===== src/rtl/positional_linked_list_engine_assert.svh =====
// Assertion macros shared by the list engine
`ifndef POSITIONAL_LINKED_LIST_ENGINE_ASSERT_SVH
`define POSITIONAL_LINKED_LIST_ENGINE_ASSERT_SVH

// cond holds at every edge out of reset
`define PLL_ASSERT_ALWAYS(label, clk, rst_n, cond, msg) \
    label: assert property (@(posedge clk) disable iff (!rst_n) (cond)) else $error(msg);

// cons holds in the same cycle as ante
`define PLL_ASSERT_IMPLIES(label, clk, rst_n, ante, cons, msg) \
    label: assert property (@(posedge clk) disable iff (!rst_n) (ante) |-> (cons)) \
        else $error(msg);

// cons holds in the cycle after ante
`define PLL_ASSERT_NEXT(label, clk, rst_n, ante, cons, msg) \
    label: assert property (@(posedge clk) disable iff (!rst_n) (ante) |=> (cons)) \
        else $error(msg);

`endif


===== src/rtl/pll_pkg.sv =====
`default_nettype none

package pll_pkg;

    localparam int CAPACITY_DEFAULT = 32;

    localparam int OP_W     = 3;
    localparam int VALUE_W  = 32;
    localparam int POS_W    = 8;
    localparam int STATUS_W = 2;
    localparam int COUNT_W  = 7;

    localparam logic [OP_W-1:0] OP_INS_HEAD = 3'd0;
    localparam logic [OP_W-1:0] OP_INS_TAIL = 3'd1;
    localparam logic [OP_W-1:0] OP_INS_POS  = 3'd2;
    localparam logic [OP_W-1:0] OP_DEL_HEAD = 3'd3;
    localparam logic [OP_W-1:0] OP_DEL_TAIL = 3'd4;
    localparam logic [OP_W-1:0] OP_DEL_POS  = 3'd5;
    localparam logic [OP_W-1:0] OP_READ     = 3'd6;

    localparam logic [STATUS_W-1:0] ST_DONE    = 2'd0;
    localparam logic [STATUS_W-1:0] ST_IGNORED = 2'd1;
    localparam logic [STATUS_W-1:0] ST_FULL    = 2'd2;

    typedef struct packed {
        logic [OP_W-1:0]           operation;
        logic signed [VALUE_W-1:0] value;
        logic [POS_W-1:0]          position;
    } t_request;

    typedef struct packed {
        logic [STATUS_W-1:0]       status;
        logic [COUNT_W-1:0]        count;
        logic signed [VALUE_W-1:0] element;
        logic                      element_valid;
        logic                      last;
    } t_result;

endpackage

`default_nettype wire


===== src/rtl/pll_req_if.sv =====
`default_nettype none

interface pll_req_if;
    import pll_pkg::*;

    logic     valid;
    logic     ready;
    t_request payload;

    modport source (output valid, output payload, input ready);
    modport sink   (input valid, input payload, output ready);
endinterface

`default_nettype wire


===== src/rtl/pll_res_if.sv =====
`default_nettype none

interface pll_res_if;
    import pll_pkg::*;

    logic    valid;
    logic    ready;
    t_result payload;

    modport source (output valid, output payload, input ready);
    modport sink   (input valid, input payload, output ready);
endinterface

`default_nettype wire


===== src/rtl/positional_linked_list_engine.sv =====
// Channel   Dir  Payload                                         Handshake
// i_req     in   operation, value, position                      valid/ready
// o_res     out  status, count, element, element_valid, last     valid/ready
//
// One request at a time, paced by the single read port of the node memory. Head
// operations and a tail insert need no walk; a middle insert or delete walks pos-2
// link hops from the head, a tail delete walks count-2 hops (none for a lone element),
// and a read-out returns one result per element. Ignored or full requests touch no memory.
// Reset clears head, tail, count and the slot counters; the memories are not swept.
// A stalled o_res holds the engine; a held result does not block the next request.
`default_nettype none

module positional_linked_list_engine #(
    parameter int CAPACITY = pll_pkg::CAPACITY_DEFAULT
) (
    input  wire logic i_clk,
    input  wire logic i_rst_n,
    pll_req_if.sink   i_req,
    pll_res_if.source o_res
);
    import pll_pkg::*;

    logic    res_valid;
    t_result res;
    logic    res_ready;
    logic    r_out_valid;
    t_result r_out;

    pll_ctrl #(.CAPACITY(CAPACITY)) u_ctrl (
        .i_clk       (i_clk),
        .i_rst_n     (i_rst_n),
        .i_req       (i_req),
        .o_res_valid (res_valid),
        .o_res       (res),
        .i_res_ready (res_ready)
    );

    // advance when the output register is empty or being drained
    assign res_ready = !r_out_valid || o_res.ready;

    always_ff @(posedge i_clk) begin
        if (res_ready && res_valid) begin
            r_out <= res;
        end
        if (!i_rst_n) begin
            r_out_valid <= 1'b0;
        end else if (res_ready) begin
            r_out_valid <= res_valid;
        end
    end

    assign o_res.valid   = r_out_valid;
    assign o_res.payload = r_out;

endmodule

`default_nettype wire


===== src/rtl/pll_ram.sv =====
`default_nettype none

module pll_ram #(
    parameter int WIDTH = 8,
    parameter int DEPTH = 32
) (
    input  wire logic                     i_clk,
    input  wire logic                     i_we,
    input  wire logic [$clog2(DEPTH)-1:0] i_waddr,
    input  wire logic [WIDTH-1:0]         i_wdata,
    input  wire logic                     i_re,
    input  wire logic [$clog2(DEPTH)-1:0] i_raddr,
    output logic      [WIDTH-1:0]         o_rdata
);

    logic [WIDTH-1:0] r_mem [DEPTH];
    logic [WIDTH-1:0] r_rdata;

    always_ff @(posedge i_clk) begin
        if (i_we) begin
            r_mem[i_waddr] <= i_wdata;
        end
        // hold read data while no read is issued
        if (i_re) begin
            r_rdata <= r_mem[i_raddr];
        end
    end

    assign o_rdata = r_rdata;

endmodule

`default_nettype wire


===== src/rtl/pll_ctrl.sv =====
`default_nettype none

module pll_ctrl #(
    parameter int CAPACITY = pll_pkg::CAPACITY_DEFAULT
) (
    input  wire logic      i_clk,
    input  wire logic      i_rst_n,
    pll_req_if.sink        i_req,
    output logic           o_res_valid,
    output pll_pkg::t_result o_res,
    input  wire logic      i_res_ready
);
    import pll_pkg::*;

    `include "positional_linked_list_engine_assert.svh"

    localparam int SW = $clog2(CAPACITY);
    localparam int CW = $clog2(CAPACITY + 1);
    localparam int NW = VALUE_W + SW;

    typedef enum logic [3:0] {
        S_IDLE,
        S_DISPATCH,
        S_WALK,
        S_NODE_RD,
        S_NODE_W,
        S_LINK_W,
        S_ALLOC,
        S_ALLOC_W,
        S_W_PRED,
        S_W_NEW,
        S_RELEASE,
        S_REPORT,
        S_OUT_W
    } t_state;

    typedef enum logic [2:0] {
        P_INS_HEAD,
        P_INS_TAIL,
        P_INS_MID,
        P_DEL_HEAD,
        P_DEL_ONE,
        P_DEL_TAIL,
        P_DEL_MID
    } t_plan;

    t_state                    r_state, n_state;
    t_plan                     r_plan, n_plan;
    logic [OP_W-1:0]           r_op, n_op;
    logic signed [VALUE_W-1:0] r_value, n_value;
    logic [POS_W-1:0]          r_pos, n_pos;
    logic [STATUS_W-1:0]       r_status, n_status;
    logic [SW-1:0]             r_head, n_head;
    logic [SW-1:0]             r_tail, n_tail;
    logic [CW-1:0]             r_count, n_count;
    logic [CW-1:0]             r_free_top, n_free_top;
    logic [CW-1:0]             r_fresh, n_fresh;
    logic [SW-1:0]             r_cur, n_cur;
    logic [CW-1:0]             r_left, n_left;
    logic [SW-1:0]             r_slot, n_slot;
    logic [VALUE_W-1:0]        r_pval, n_pval;
    logic [SW-1:0]             r_plink, n_plink;
    logic [SW-1:0]             r_newlink, n_newlink;

    logic          node_we, node_re;
    logic [SW-1:0] node_waddr, node_raddr;
    logic [NW-1:0] node_wdata, node_rdata;
    logic          free_we, free_re;
    logic [SW-1:0] free_waddr, free_raddr;
    logic [SW-1:0] free_wdata, free_rdata;

    logic [VALUE_W-1:0] rd_value;
    logic [SW-1:0]      rd_link;
    logic [CW-1:0]      free_dec;
    logic               full, cnt_zero, cnt_one;
    logic [POS_W:0]     pos_ext, cnt_ext;
    logic               pos_zero, pos_one, pos_gt_cnt, pos_gt_cnt1, pos_eq_cnt, pos_eq_cnt1;
    logic [CW-1:0]      pos_steps, tail_steps;
    logic [CW:0]        slot_sum;

    logic          v_walk;
    logic [CW-1:0] v_steps;

    pll_ram #(.WIDTH(NW), .DEPTH(CAPACITY)) u_node_ram (
        .i_clk   (i_clk),
        .i_we    (node_we),
        .i_waddr (node_waddr),
        .i_wdata (node_wdata),
        .i_re    (node_re),
        .i_raddr (node_raddr),
        .o_rdata (node_rdata)
    );

    pll_ram #(.WIDTH(SW), .DEPTH(CAPACITY)) u_free_ram (
        .i_clk   (i_clk),
        .i_we    (free_we),
        .i_waddr (free_waddr),
        .i_wdata (free_wdata),
        .i_re    (free_re),
        .i_raddr (free_raddr),
        .o_rdata (free_rdata)
    );

    assign rd_value    = node_rdata[NW-1:SW];
    assign rd_link     = node_rdata[SW-1:0];
    assign free_dec    = r_free_top - CW'(1);
    assign full        = r_count >= CW'(CAPACITY);
    assign cnt_zero    = r_count == '0;
    assign cnt_one     = r_count == CW'(1);
    assign pos_ext     = {1'b0, r_pos};
    assign cnt_ext     = (POS_W+1)'(r_count);
    assign pos_zero    = r_pos == '0;
    assign pos_one     = r_pos == POS_W'(1);
    assign pos_gt_cnt  = pos_ext > cnt_ext;
    assign pos_eq_cnt  = pos_ext == cnt_ext;
    assign pos_gt_cnt1 = pos_ext > (cnt_ext + (POS_W+1)'(1));
    assign pos_eq_cnt1 = pos_ext == (cnt_ext + (POS_W+1)'(1));
    assign pos_steps   = CW'(r_pos - POS_W'(2));
    assign tail_steps  = r_count - CW'(2);
    assign slot_sum    = (CW+1)'(r_count) + (CW+1)'(r_free_top);

    assign i_req.ready = (r_state == S_IDLE);

    always_comb begin
        n_state   = r_state;
        n_plan    = r_plan;
        n_op      = r_op;
        n_value   = r_value;
        n_pos     = r_pos;
        n_status  = r_status;
        n_head    = r_head;
        n_tail    = r_tail;
        n_count   = r_count;
        n_free_top = r_free_top;
        n_fresh   = r_fresh;
        n_cur     = r_cur;
        n_left    = r_left;
        n_slot    = r_slot;
        n_pval    = r_pval;
        n_plink   = r_plink;
        n_newlink = r_newlink;

        node_we    = 1'b0;
        node_waddr = r_slot;
        node_wdata = {r_value, r_newlink};
        node_re    = 1'b0;
        node_raddr = r_cur;
        free_we    = 1'b0;
        free_waddr = r_free_top[SW-1:0];
        free_wdata = r_slot;
        free_re    = 1'b0;
        free_raddr = free_dec[SW-1:0];

        o_res_valid         = 1'b0;
        o_res.status        = r_status;
        o_res.count         = COUNT_W'(r_count);
        o_res.element       = '0;
        o_res.element_valid = 1'b0;
        o_res.last          = 1'b1;

        v_walk  = 1'b0;
        v_steps = pos_steps;

        unique case (r_state)
            S_IDLE: begin
                if (i_req.valid) begin
                    n_op    = i_req.payload.operation;
                    n_value = i_req.payload.value;
                    n_pos   = i_req.payload.position;
                    n_state = S_DISPATCH;
                end
            end

            S_DISPATCH: begin
                n_status = ST_DONE;
                n_state  = S_REPORT;
                unique case (r_op)
                    OP_INS_HEAD: begin
                        if (full) begin
                            n_status = ST_FULL;
                        end else begin
                            n_plan    = P_INS_HEAD;
                            n_newlink = r_head;
                            n_state   = S_ALLOC;
                        end
                    end
                    OP_INS_TAIL: begin
                        if (full) begin
                            n_status = ST_FULL;
                        end else if (cnt_zero) begin
                            // the sole node's link is never followed
                            n_plan    = P_INS_HEAD;
                            n_newlink = r_head;
                            n_state   = S_ALLOC;
                        end else begin
                            n_plan  = P_INS_TAIL;
                            n_cur   = r_tail;
                            n_state = S_NODE_RD;
                        end
                    end
                    OP_INS_POS: begin
                        if (pos_zero || pos_gt_cnt1) begin
                            n_status = ST_IGNORED;
                        end else if (full) begin
                            n_status = ST_FULL;
                        end else if (pos_one) begin
                            n_plan    = P_INS_HEAD;
                            n_newlink = r_head;
                            n_state   = S_ALLOC;
                        end else if (pos_eq_cnt1) begin
                            n_plan  = P_INS_TAIL;
                            n_cur   = r_tail;
                            n_state = S_NODE_RD;
                        end else begin
                            n_plan  = P_INS_MID;
                            v_walk  = 1'b1;
                            v_steps = pos_steps;
                        end
                    end
                    OP_DEL_HEAD: begin
                        if (cnt_zero) begin
                            n_status = ST_IGNORED;
                        end else begin
                            n_plan  = P_DEL_HEAD;
                            n_cur   = r_head;
                            n_state = S_NODE_RD;
                        end
                    end
                    OP_DEL_TAIL: begin
                        if (cnt_zero) begin
                            n_status = ST_IGNORED;
                        end else if (cnt_one) begin
                            n_plan  = P_DEL_ONE;
                            n_slot  = r_head;
                            n_state = S_RELEASE;
                        end else begin
                            n_plan  = P_DEL_TAIL;
                            n_slot  = r_tail;
                            v_walk  = 1'b1;
                            v_steps = tail_steps;
                        end
                    end
                    OP_DEL_POS: begin
                        if (pos_zero || pos_gt_cnt) begin
                            n_status = ST_IGNORED;
                        end else if (pos_one) begin
                            n_plan  = P_DEL_HEAD;
                            n_cur   = r_head;
                            n_state = S_NODE_RD;
                        end else if (pos_eq_cnt) begin
                            n_plan  = P_DEL_TAIL;
                            n_slot  = r_tail;
                            v_walk  = 1'b1;
                            v_steps = tail_steps;
                        end else begin
                            n_plan  = P_DEL_MID;
                            v_walk  = 1'b1;
                            v_steps = pos_steps;
                        end
                    end
                    OP_READ: begin
                        if (!cnt_zero) begin
                            n_cur      = r_head;
                            n_left     = r_count;
                            node_re    = 1'b1;
                            node_raddr = r_head;
                            n_state    = S_OUT_W;
                        end
                    end
                    default: begin
                        n_status = ST_IGNORED;
                    end
                endcase

                // start the walk from the head towards the predecessor
                if (v_walk) begin
                    n_cur  = r_head;
                    n_left = v_steps;
                    if (v_steps == '0) begin
                        n_state = (n_plan == P_DEL_TAIL) ? S_RELEASE : S_NODE_RD;
                    end else begin
                        node_re    = 1'b1;
                        node_raddr = r_head;
                        n_state    = S_WALK;
                    end
                end
            end

            S_WALK: begin
                n_cur = rd_link;
                if (r_left == CW'(1)) begin
                    n_state = (r_plan == P_DEL_TAIL) ? S_RELEASE : S_NODE_RD;
                end else begin
                    n_left     = r_left - CW'(1);
                    node_re    = 1'b1;
                    node_raddr = rd_link;
                end
            end

            S_NODE_RD: begin
                node_re    = 1'b1;
                node_raddr = r_cur;
                n_state    = S_NODE_W;
            end

            S_NODE_W: begin
                n_pval  = rd_value;
                n_plink = rd_link;
                unique case (r_plan)
                    P_INS_TAIL: begin
                        n_newlink = '0;
                        n_state   = S_ALLOC;
                    end
                    P_INS_MID: begin
                        n_newlink = rd_link;
                        n_state   = S_ALLOC;
                    end
                    P_DEL_HEAD: begin
                        n_head  = rd_link;
                        n_slot  = r_cur;
                        n_state = S_RELEASE;
                    end
                    P_DEL_MID: begin
                        // fetch the victim to learn its successor
                        n_slot     = rd_link;
                        node_re    = 1'b1;
                        node_raddr = rd_link;
                        n_state    = S_LINK_W;
                    end
                    default: begin
                        n_state = S_REPORT;
                    end
                endcase
            end

            S_LINK_W: begin
                n_plink = rd_link;
                n_state = S_W_PRED;
            end

            S_ALLOC: begin
                if (r_free_top != '0) begin
                    free_re = 1'b1;
                    n_state = S_ALLOC_W;
                end else begin
                    n_slot  = r_fresh[SW-1:0];
                    n_plink = r_fresh[SW-1:0];
                    n_fresh = r_fresh + CW'(1);
                    n_state = (r_plan == P_INS_HEAD) ? S_W_NEW : S_W_PRED;
                end
            end

            S_ALLOC_W: begin
                n_slot     = free_rdata;
                n_plink    = free_rdata;
                n_free_top = free_dec;
                n_state    = (r_plan == P_INS_HEAD) ? S_W_NEW : S_W_PRED;
            end

            S_W_PRED: begin
                node_we    = 1'b1;
                node_waddr = r_cur;
                node_wdata = {r_pval, r_plink};
                n_state    = (r_plan == P_DEL_MID) ? S_RELEASE : S_W_NEW;
            end

            S_W_NEW: begin
                node_we    = 1'b1;
                node_waddr = r_slot;
                node_wdata = {r_value, r_newlink};
                n_count    = r_count + CW'(1);
                if (r_plan == P_INS_HEAD) begin
                    n_head = r_slot;
                    if (cnt_zero) begin
                        n_tail = r_slot;
                    end
                end else if (r_plan == P_INS_TAIL) begin
                    n_tail = r_slot;
                end
                n_state = S_REPORT;
            end

            S_RELEASE: begin
                if (r_free_top < CW'(CAPACITY)) begin
                    free_we    = 1'b1;
                    free_waddr = r_free_top[SW-1:0];
                    free_wdata = r_slot;
                    n_free_top = r_free_top + CW'(1);
                end
                n_count = r_count - CW'(1);
                if (r_plan == P_DEL_TAIL) begin
                    n_tail = r_cur;
                end
                n_state = S_REPORT;
            end

            S_REPORT: begin
                o_res_valid = 1'b1;
                if (i_res_ready) begin
                    n_state = S_IDLE;
                end
            end

            S_OUT_W: begin
                o_res_valid         = 1'b1;
                o_res.status        = ST_DONE;
                o_res.element       = rd_value;
                o_res.element_valid = 1'b1;
                o_res.last          = (r_left == CW'(1));
                // hold the node data until the result is taken
                if (i_res_ready) begin
                    if (r_left == CW'(1)) begin
                        n_state = S_IDLE;
                    end else begin
                        n_left     = r_left - CW'(1);
                        n_cur      = rd_link;
                        node_re    = 1'b1;
                        node_raddr = rd_link;
                    end
                end
            end

            default: begin
                n_state = S_IDLE;
            end
        endcase
    end

    always_ff @(posedge i_clk) begin
        r_plan    <= n_plan;
        r_op      <= n_op;
        r_value   <= n_value;
        r_pos     <= n_pos;
        r_status  <= n_status;
        r_cur     <= n_cur;
        r_left    <= n_left;
        r_slot    <= n_slot;
        r_pval    <= n_pval;
        r_plink   <= n_plink;
        r_newlink <= n_newlink;
        if (!i_rst_n) begin
            r_state    <= S_IDLE;
            r_head     <= '0;
            r_tail     <= '0;
            r_count    <= '0;
            r_free_top <= '0;
            r_fresh    <= '0;
        end else begin
            r_state    <= n_state;
            r_head     <= n_head;
            r_tail     <= n_tail;
            r_count    <= n_count;
            r_free_top <= n_free_top;
            r_fresh    <= n_fresh;
        end
    end

    `PLL_ASSERT_ALWAYS(a_count_range, i_clk, i_rst_n, r_count <= CW'(CAPACITY), "count beyond capacity")
    `PLL_ASSERT_IMPLIES(a_slot_balance, i_clk, i_rst_n, r_state == S_IDLE, slot_sum == (CW+1)'(r_fresh), "slots lost or duplicated")
    `PLL_ASSERT_IMPLIES(a_stack_room, i_clk, i_rst_n, r_state == S_RELEASE, r_free_top < CW'(CAPACITY), "free stack full on release")
    `PLL_ASSERT_NEXT(a_req_dispatch, i_clk, i_rst_n, i_req.valid && i_req.ready, r_state == S_DISPATCH, "request not dispatched")
    `PLL_ASSERT_NEXT(a_last_ends_item, i_clk, i_rst_n, o_res_valid && i_res_ready && o_res.last, r_state == S_IDLE, "engine busy after last result")

endmodule

`default_nettype wire

===== src/flat_wrapper.sv =====
// flat-port wrapper written by rule: the top's interface ports become plain ports
module positional_linked_list_engine_flat import pll_pkg::*;
#(
    parameter int CAPACITY = pll_pkg::CAPACITY_DEFAULT
)
  (i_clk, i_rst_n, i_req_valid, i_req_payload, i_req_ready, o_res_valid, o_res_payload, o_res_ready);
  pll_req_if i_req_i ();
  pll_res_if o_res_i ();
  input  wire logic i_clk;
  input  wire logic i_rst_n;
  input wire logic [$bits(i_req_i.valid)-1:0] i_req_valid;
  input wire logic [$bits(i_req_i.payload)-1:0] i_req_payload;
  output wire logic [$bits(i_req_i.ready)-1:0] i_req_ready;
  output wire logic [$bits(o_res_i.valid)-1:0] o_res_valid;
  output wire logic [$bits(o_res_i.payload)-1:0] o_res_payload;
  input wire logic [$bits(o_res_i.ready)-1:0] o_res_ready;
  assign i_req_i.valid = i_req_valid;
  assign i_req_i.payload = i_req_payload;
  assign i_req_ready = i_req_i.ready;
  assign o_res_valid = o_res_i.valid;
  assign o_res_payload = o_res_i.payload;
  assign o_res_i.ready = o_res_ready;
  positional_linked_list_engine #(.CAPACITY(CAPACITY)) u_core (.i_clk(i_clk), .i_rst_n(i_rst_n), .i_req(i_req_i), .o_res(o_res_i));
endmodule

===== config.mk =====
export PLATFORM = sky130hd
export DESIGN_NAME = positional_linked_list_engine_flat
export DESIGN_NICKNAME = d
export VERILOG_FILES = /design/src/rtl/pll_pkg.sv /design/src/rtl/pll_req_if.sv /design/src/rtl/pll_res_if.sv /design/src/rtl/positional_linked_list_engine.sv /design/src/rtl/pll_ram.sv /design/src/rtl/pll_ctrl.sv /design/src/flat_wrapper.sv
export VERILOG_INCLUDE_DIRS = /design/src /design/src/rtl
export SDC_FILE = /design/constraint.sdc
export NUM_CORES = 2
export LEC_CHECK = 0
export BUFFER_PORTS_ARGS = -buffer_cell sky130_fd_sc_hd__buf_2
export CORE_MARGIN = 3
export CORE_UTILIZATION = 35
export DETAILED_ROUTE_END_ITERATION = 12
export PLACE_DENSITY = 0.48
export SYNTH_ARGS = -nofsm -noshare
export SYNTH_HDL_FRONTEND = slang
export SYNTH_SLANG_ARGS = --single-unit

===== constraint.sdc =====
create_clock -name i_clk -period 6.35 [get_ports i_clk]
set_clock_uncertainty 0.2 [all_clocks]
set_input_delay 0.635 -clock i_clk [delete_from_list [all_inputs] [get_ports i_clk]]
set_output_delay 0.635 -clock i_clk [all_outputs]
set_load 0.005 [all_outputs]

; ---- Yosys cells after proc, flatten, opt, wreduce, memory -nomap -nowiden
; Memory sizes are Yosys's and may differ from the RTL's. A register that Yosys moved wholly into a read port is not among the register bits.
; Index checks and enable logic that the tools add are counted.
[op_classes]
muxes = 140
n_reduce_logical = 38
n_addsub = 9
magnitude_cmp = 4
n_bitwise = 1
n_eq_ne = 66
[ops]
columns = cell, count
row1 = $mux 5, 34
row2 = $mux 4, 19
row3 = $mux 6, 12
row4 = $pmux 5 s2, 6
row5 = $pmux 5 s4, 3
row6 = $pmux 4 s12, 1
row7 = $ne 3x3->1 const B, 15
row8 = $pmux 5 s3, 3
row9 = $mux 37, 1
row10 = $pmux 6 s2, 3
row11 = $mux 1, 33
row12 = $mux 3, 11
row13 = $ne 4x4->1 const B, 8
row14 = $pmux 4 s7, 1
row15 = $eq 4x4->1 const B, 5
row16 = $add 6x1->6 const B, 3
row17 = $eq 3x3->1 const B, 6
row18 = $pmux 3 s6, 1
row19 = $pmux 6 s3, 1
row20 = $sub 6x1->6 const B, 3
row21 = $eq 4x3->1 const B, 4
row22 = $ne 2x2->1 const B, 8
row23 = $reduce_or 2->1, 8
row24 = $mux 2, 7
row25 = other kinds (42), 62
[word_totals]
out_inout_bits = 45
inputBits = 47
elab_cells = 283
n_memories = 2
ram_bits = 1344
reg_bits = 181
[mem_list]
columns = memory, depth, word_bits, rd, rd_clocked_by_memory_dff, wr, line
row1 = u_core.u_ctrl.u_node_ram.r_mem, 32, 37, 1, 1, 1, pll_ram.sv:16  ; logic [WIDTH-1:0] r_mem [DEPTH];
row2 = u_core.u_ctrl.u_free_ram.r_mem, 32, 5, 1, 1, 1, pll_ram.sv:16

; ---- Longest topological paths before layout
[logic_depth]
depth_word = 13
mapped_depth = 20
mapped_depth_nobuf = 15

; ---- By module
; From an unflattened synthesis, not the netlist that was laid out.
[unflattened]
hier_cells = 3843
hier_area_um2 = 63674.8
[modules_own_cells]
columns = module, instances, cells_per_inst, area_per_inst_um2
row1 = pll_ram at u_core.u_ctrl.u_node_ram, 1, 2605, 47217.8
row2 = pll_ctrl, 1, 913, 8713.4
row3 = pll_ram at u_core.u_ctrl.u_free_ram, 1, 277, 6394.9
row4 = positional_linked_list_engine, 1, 48, 1348.8

; ---- Worst setup path after synthesis
; OpenSTA, ideal clock, no wires.
[synth_timing]
kind = register to register
startpoint = reg u_core.u_ctrl.r_count[0]
endpoint = reg u_core.u_ctrl.u_node_ram.r_rdata[28], in the netlist u_core.u_ctrl.u_node_ram.o_rdata[28] (read register of u_core.u_ctrl.u_node_ram.r_mem), data pin
path_slack_ps = 1609
stages_incl_launch_ff = 21
setup_time_ps = 261
arrival_time_ps = 4279
n_path_buf = 6
cell_sequence = dfxtp_1 > ha_1 > and3_1 > nand3_1 > ha_1 > and4b_1 > nand2b_1 > a21oi_1 > or4_1 > clkbuf_1 > o311a_1 > buf_2 > nor2_1 > o211a_1 > buf_2 > buf_2 > buf_2 > clkbuf_1 > a31oi_1 > o22ai_1 > nor4_2
[synth_between]
elab_chain_len = 10
elab_cells_between_ends = 38
[synth_lines]
columns = item, line
row1 = "start, declared", pll_ctrl.sv:55  ; logic [CW-1:0] r_count, n_count;
row2 = "start signal, assigned", pll_ctrl.sv:452  ; r_count <= n_count;
row3 = $add 6x1->7 (tied with other cells), "pll_ctrl.sv:116, pll_ctrl.sv:117"
row4 = $eq 8x7->1 or $mux 6 (tied branches), "pll_ctrl.sv:117, pll_ctrl.sv:250"
row5 = $mux 1 or $mux 6 (tied branches), "pll_ctrl.sv:210, pll_ctrl.sv:246"
row6 = $mux 1 or $mux 6 (tied branches), "pll_ctrl.sv:206, pll_ctrl.sv:244"
row7 = $mux 1 or $pmux 6 s2 (tied branches), "pll_ctrl.sv:204, pll_ctrl.sv:177"
row8 = $mux 1 or $mux 6 (tied branches), "pll_ctrl.sv:202, pll_ctrl.sv:164"
row9 = $pmux 1 s3 or $logic_not 6->1 (tied branches), "pll_ctrl.sv:177, pll_ctrl.sv:279"
row10 = $mux 1 (tied with other cells), pll_ctrl.sv:164  ; unique case (r_state)
row11 = $mux 1 or $mux 5 (tied branches), pll_ctrl.sv:276  ; if (v_walk) begin
row12 = $pmux 1 s5 or $pmux 5 s4 (tied branches), pll_ctrl.sv:164
row13 = "end, declared", pll_ram.sv:17  ; logic [WIDTH-1:0] r_rdata;
; Parallel ways exist; a longest one is shown, timed or not. The select of a mux whose other input is x is not followed.
; A chain may end at the register's enable or synchronous reset.

; ---- Worst setup path in the final report
[layout_timing]
startpoint = reg u_core.u_ctrl.r_count[0]
endpoint = reg u_core.u_ctrl.u_node_ram.r_rdata[17], in the netlist u_core.u_ctrl.u_node_ram.o_rdata[17] (read register of u_core.u_ctrl.u_node_ram.r_mem), data pin
; Same word-level chain as after synthesis.

==> flow_metrics.env <==
export IMPL_swShare_pct=40.5
export IMPL_fp_dieH_um=433
export IMPL_vias_per_cell=5.60
export IMPL_drcViolationCount=0
export IMPL_tritoncts="built"
export IMPL_fp_dieW_um=433
export IMPL_dominantRegCellSynth="sky130_fd_sc_hd__edfxtp_1"
export IMPL_worst_rel_slew_slack_pct=23.1
export IMPL_fin_nets=4649
export IMPL_route_vias_total=39700
export IMPL_synth_seq_cells=1566
export IMPL_final_antenna_net_count=0
export IMPL_grt_usage_pct=20.6
export IMPL_synth_cells_most_frequent="1,534 x sky130_fd_sc_hd__edfxtp_1, 702 x sky130_fd_sc_hd__nand2_1, 298 x sky130_fd_sc_hd__a211oi_1"
export IMPL_pwr_share_seq_pct=32.9
export IMPL_tightest_hold_check_type="primary input to flop"
export IMPL_timing_worst_setup_path_type="flop to flop"
export IMPL_fin_setup_tns_ns=0
export IMPL_synth_enable_flop_cells=1534
export IMPL_wl_mm=196
export IMPL_maximum_number_of_pins_on_one_net_before_global_route_repair=72
export IMPL_yosysSeqAreaShare_pct=73.1
export IMPL_post_synth_instance_area_um2=63900
export IMPL_crit_path_max_fanout=40
export IMPL_synth_distinct_cells=89
export IMPL_timing_hold_violations_final=0
export IMPL_finish_cell_count_without_fillers=7090
export IMPL_first_pass_iters=6
export IMPL_required_time_reported_for_the_critical_path_endpoint_ns=6.73
export IMPL_postSynth_asyncResetShare_pct=0
export IMPL_dp_hpwl_mm=107
export IMPL_detailedRoute_firstIterationViolations=4028
export IMPL_fp_row_count=156
export IMPL_reg_clk_slew_reported_paths_ns=0.06
export IMPL_p_sw_w=0.0169
export IMPL_multi_input_gate_area_um2=16000
export IMPL_final_util_pct=40.8
export IMPL_p_clk_share_pct=23.2
export IMPL_die_area_um2=188000
export IMPL_synth_avg_cell_area_um2=14.4
export IMPL_ys_top_cells_by_area="sky130_fd_sc_hd__edfxtp_1 72%, sky130_fd_sc_hd__nand2_1 4.1%, sky130_fd_sc_hd__a211oi_1 3.5%, sky130_fd_sc_hd__a31oi_1 2.9%, sky130_fd_sc_hd__and3_1 2.9%"
export IMPL_fill_cells=16600
export IMPL_postSynthCellCount=4425
export IMPL_finalWeightedCongestion=0.875
export IMPL_cts_htree_levels=4
export IMPL_worst_setup_path_end_kind="flop"
export IMPL_total_of_buffers_placed_on_input_and_output_ports=90
export IMPL_core_area_um2=181000
export IMPL_post_route_min_period_ns=5.96
export IMPL_timing_max_cap_violations=0
export IMPL_global_route_wire_length_before_repair_mm=282
export IMPL_total_count_of_max_transition_violations_in_the_final_report=0
export IMPL_power_per_cell_area_nw_per_um2=565
export IMPL_result_of_the_run="finished clean"
export IMPL_worst_hold_slack_ns=0.103
export IMPL_cts_path_max_buffers=3
export IMPL_setup_worst_path_start_class="flop"
export IMPL_post_cts_buffers=0
export IMPL_most_numerous_cell_in_the_yosys_netlist="sky130_fd_sc_hd__edfxtp_1"
export IMPL_cts_inserted_buffers=169
export IMPL_area_growth_syn_to_layout_pct=15.6
export IMPL_drive_above_1_share_pct=14.2
export IMPL_power_ir_vdd_worst_mv=0.366
export IMPL_ios=92
export IMPL_route_detailed_wl_per_inst_um=27.6
export IMPL_number_of_global_route_vias_before_repair=38400
export IMPL_final_cycle_utilization_of_the_critical_path_pct=93.9
export IMPL_synth_largest_area_cell="sky130_fd_sc_hd__edfxtp_1"
export IMPL_internal_power_w=0.0248
export IMPL_synth_fp_nets=4499
export IMPL_synth_warnings=0
export IMPL_maxClockFrequency_mhz=168
export IMPL_setup_viol=0
export IMPL_floorplan_initialDensity_pct=35.3
export IMPL_tightest_slew_ns=1.15
export IMPL_pwr_share_comb_pct=44.0
export IMPL_clock_root_buffer="sky130_fd_sc_hd__clkbuf_16"
export IMPL_critical_path_arrival_ns=6.35
export IMPL_power_static_leakage_nw=24.2
export IMPL_antenna_found_initial=7
export IMPL_clock_insertion_delay_worst_skew_ns=0.79
export IMPL_overflow_after_grt=0
export IMPL_numPlacedInstances=6730
export IMPL_grt_setup_unrepaired="false"
export IMPL_area_share_of_the_largest_cell_type_after_synthesis_pct=72.1
export IMPL_seq_area_um2=46700
export IMPL_cts_sinks=1566
==> per-layer routing <==
layer | up-vias | part of all wire, % | track usage [%]
met2 | 1327 | 47 | 32.8
met5 | - | 0 | 0
li1 | 17600 | - | -
met4 | 0 | 1.9 | 4.64
met1 | 20500 | 45 | 29.9
met3 | 241 | 6.1 | 3.02
==> power by group through the flow <==
| stage | Clock [W] | Combinational (W) | Sequential [W] |
|---|---|---|---|
| 2_1_floorplan | 0 | 0.0117 | 0.0136 |
| 3_3_place_gp | 0 | 0.0183 | 0.0139 |
| 3_5_place_dp | 0 | 0.0184 | 0.0139 |
| 4_1_cts | 0.00988 | 0.0184 | 0.0137 |
| 5_1_grt | 0.0103 | 0.0200 | 0.0137 |
| 6_report | 0.00968 | 0.0183 | 0.0137 |
==> registers in the layout, indices dropped and copies added, names as in the netlist, 6 cells and up <==
name	count
u_core.o_res.payload	42
u_core.u_ctrl.r_count	6
u_core.u_ctrl.r_free_top	6
u_core.u_ctrl.r_left	6
u_core.u_ctrl.r_pos	8
u_core.u_ctrl.r_pval	32
u_core.u_ctrl.r_value	32
u_core.u_ctrl.u_free_ram.r_mem	160
u_core.u_ctrl.u_node_ram.o_rdata	37
u_core.u_ctrl.u_node_ram.r_mem	1184
==> area by class of cell <==
type,instances,share of cell area (%)
clock buffers,215,6.02
inverters,27,0.137
well taps,2370,4.02
diodes,4,0.0136
repair buffers,298,3.64
multi-input cells,2513,21.6
flip-flops and latches,1566,63.2
clock inverters,97,1.31
==> cell families (layout without fill, tap and decap cells) <==
kind of cell / Yosys count / after routing / synth area share (%)
DFF: 1566 / 1566 / 73.1
and+or+nand+nor: 1363 / 1363 / 10.2
AOI/OAI and AO/OA: 970 / 970 / 10.4
buffers and inverters: 346 / 637 / 2.39
muxes: 123 / 123 / 3.01
xor gates and xnor gates: 29 / 29 / 0.398
adders and majority gates: 27 / 27 / 0.529
other: 1 / 5 / 0.00587
==> timing repair <==
| item | 4_1_cts | 5_1_grt |
|---|---|---|
| resized for setup | 0 | 0 |
| hold buffers | 44 | 0 |
| endpoints found under the setup margin | 0 | 0 |
| hold endpoints to repair | 48 | 0 |
==> path summary, 6_finish.rpt <==
check                                                      from                                             end  slack (ns)  cells after the start
setup / recovery          u_core.u_ctrl.r_count[0]$_SDFFE_PN0N_  u_core.u_ctrl.u_node_ram.o_rdata[17]$_DFFE_PP_        0.39                     16
hold / removal                                      i_req_valid                u_core.u_ctrl.r_pos[0]$_DFFE_PP_        0.10                      2
setup reg to reg          u_core.u_ctrl.r_count[0]$_SDFFE_PN0N_  u_core.u_ctrl.u_node_ram.o_rdata[17]$_DFFE_PP_        0.39                     16
hold reg to reg   u_core.u_ctrl.u_node_ram.o_rdata[7]$_DFFE_PP_               u_core.u_ctrl.r_pval[2]$_DFFE_PP_        0.25                      0
==> stage by stage <==
stage | power, W | setup slack (ns) | instance area (µm²)
floorplan | 0.0253 | 1.61 | 63900
global placement | 0.0322 | 0.417 | 68000
detailed placement | 0.0323 | 0.413 | 68000
CTS | 0.0420 | 0.425 | 73800
global route | 0.0440 | 0.114 | 73800
finish | 0.0417 | 0.388 | 73800
==> critical path, cell delays in order, from the launching register on <==
cell and delay (ns):
sky130_fd_sc_hd__dfxtp_1 0.55, sky130_fd_sc_hd__ha_1 0.26, sky130_fd_sc_hd__and3_1 0.24, sky130_fd_sc_hd__nand3_1 0.10
sky130_fd_sc_hd__ha_1 0.32, sky130_fd_sc_hd__a211oi_1 0.28, sky130_fd_sc_hd__a22oi_1 0.13, sky130_fd_sc_hd__or4_1 0.64
sky130_fd_sc_hd__o311a_1 0.50, sky130_fd_sc_hd__nor2_1 0.37, sky130_fd_sc_hd__o211a_4 0.74, sky130_fd_sc_hd__buf_12 0.27
sky130_fd_sc_hd__buf_4 0.31, sky130_fd_sc_hd__a211oi_1 0.11, sky130_fd_sc_hd__a31oi_1 0.21, sky130_fd_sc_hd__o22ai_1 0.13
sky130_fd_sc_hd__nor4_1 0.35
==> layout by cell type (no fill, tap or decap), types with 9 or more instances in the layout <==
cell / n
sky130_fd_sc_hd__nor2b_1: 13
sky130_fd_sc_hd__xor2_1: 10
sky130_fd_sc_hd__mux4_2: 50
sky130_fd_sc_hd__clkbuf_16: 171
sky130_fd_sc_hd__edfxtp_1: 1534
sky130_fd_sc_hd__nor4_1: 26
sky130_fd_sc_hd__clkinv_1: 45
sky130_fd_sc_hd__nand3b_1: 9
sky130_fd_sc_hd__clkbuf_1: 44
sky130_fd_sc_hd__inv_1: 24
sky130_fd_sc_hd__o21ai_0: 62
sky130_fd_sc_hd__o211ai_1: 9
sky130_fd_sc_hd__buf_2: 90
sky130_fd_sc_hd__nor2_4: 34
sky130_fd_sc_hd__a211oi_1: 298
sky130_fd_sc_hd__nand3_1: 35
sky130_fd_sc_hd__a31oi_1: 294
sky130_fd_sc_hd__nand2b_1: 12
sky130_fd_sc_hd__and3_1: 294
sky130_fd_sc_hd__clkinv_2: 25
sky130_fd_sc_hd__a22oi_1: 12
sky130_fd_sc_hd__buf_12: 45
sky130_fd_sc_hd__and2_1: 36
sky130_fd_sc_hd__nor2_1: 128
sky130_fd_sc_hd__a311oi_1: 9
sky130_fd_sc_hd__dlygate4sd3_1: 44
sky130_fd_sc_hd__buf_4: 119
sky130_fd_sc_hd__nor4_2: 14
sky130_fd_sc_hd__mux2_2: 50
sky130_fd_sc_hd__nor3_1: 18
sky130_fd_sc_hd__ha_1: 27
sky130_fd_sc_hd__a21oi_1: 62
sky130_fd_sc_hd__bufinv_16: 13
sky130_fd_sc_hd__mux2i_1: 23
sky130_fd_sc_hd__o22ai_1: 152
sky130_fd_sc_hd__dfxtp_1: 31
sky130_fd_sc_hd__xnor2_1: 19
sky130_fd_sc_hd__nand2_1: 700
Power figures use the tool's default switching activity.
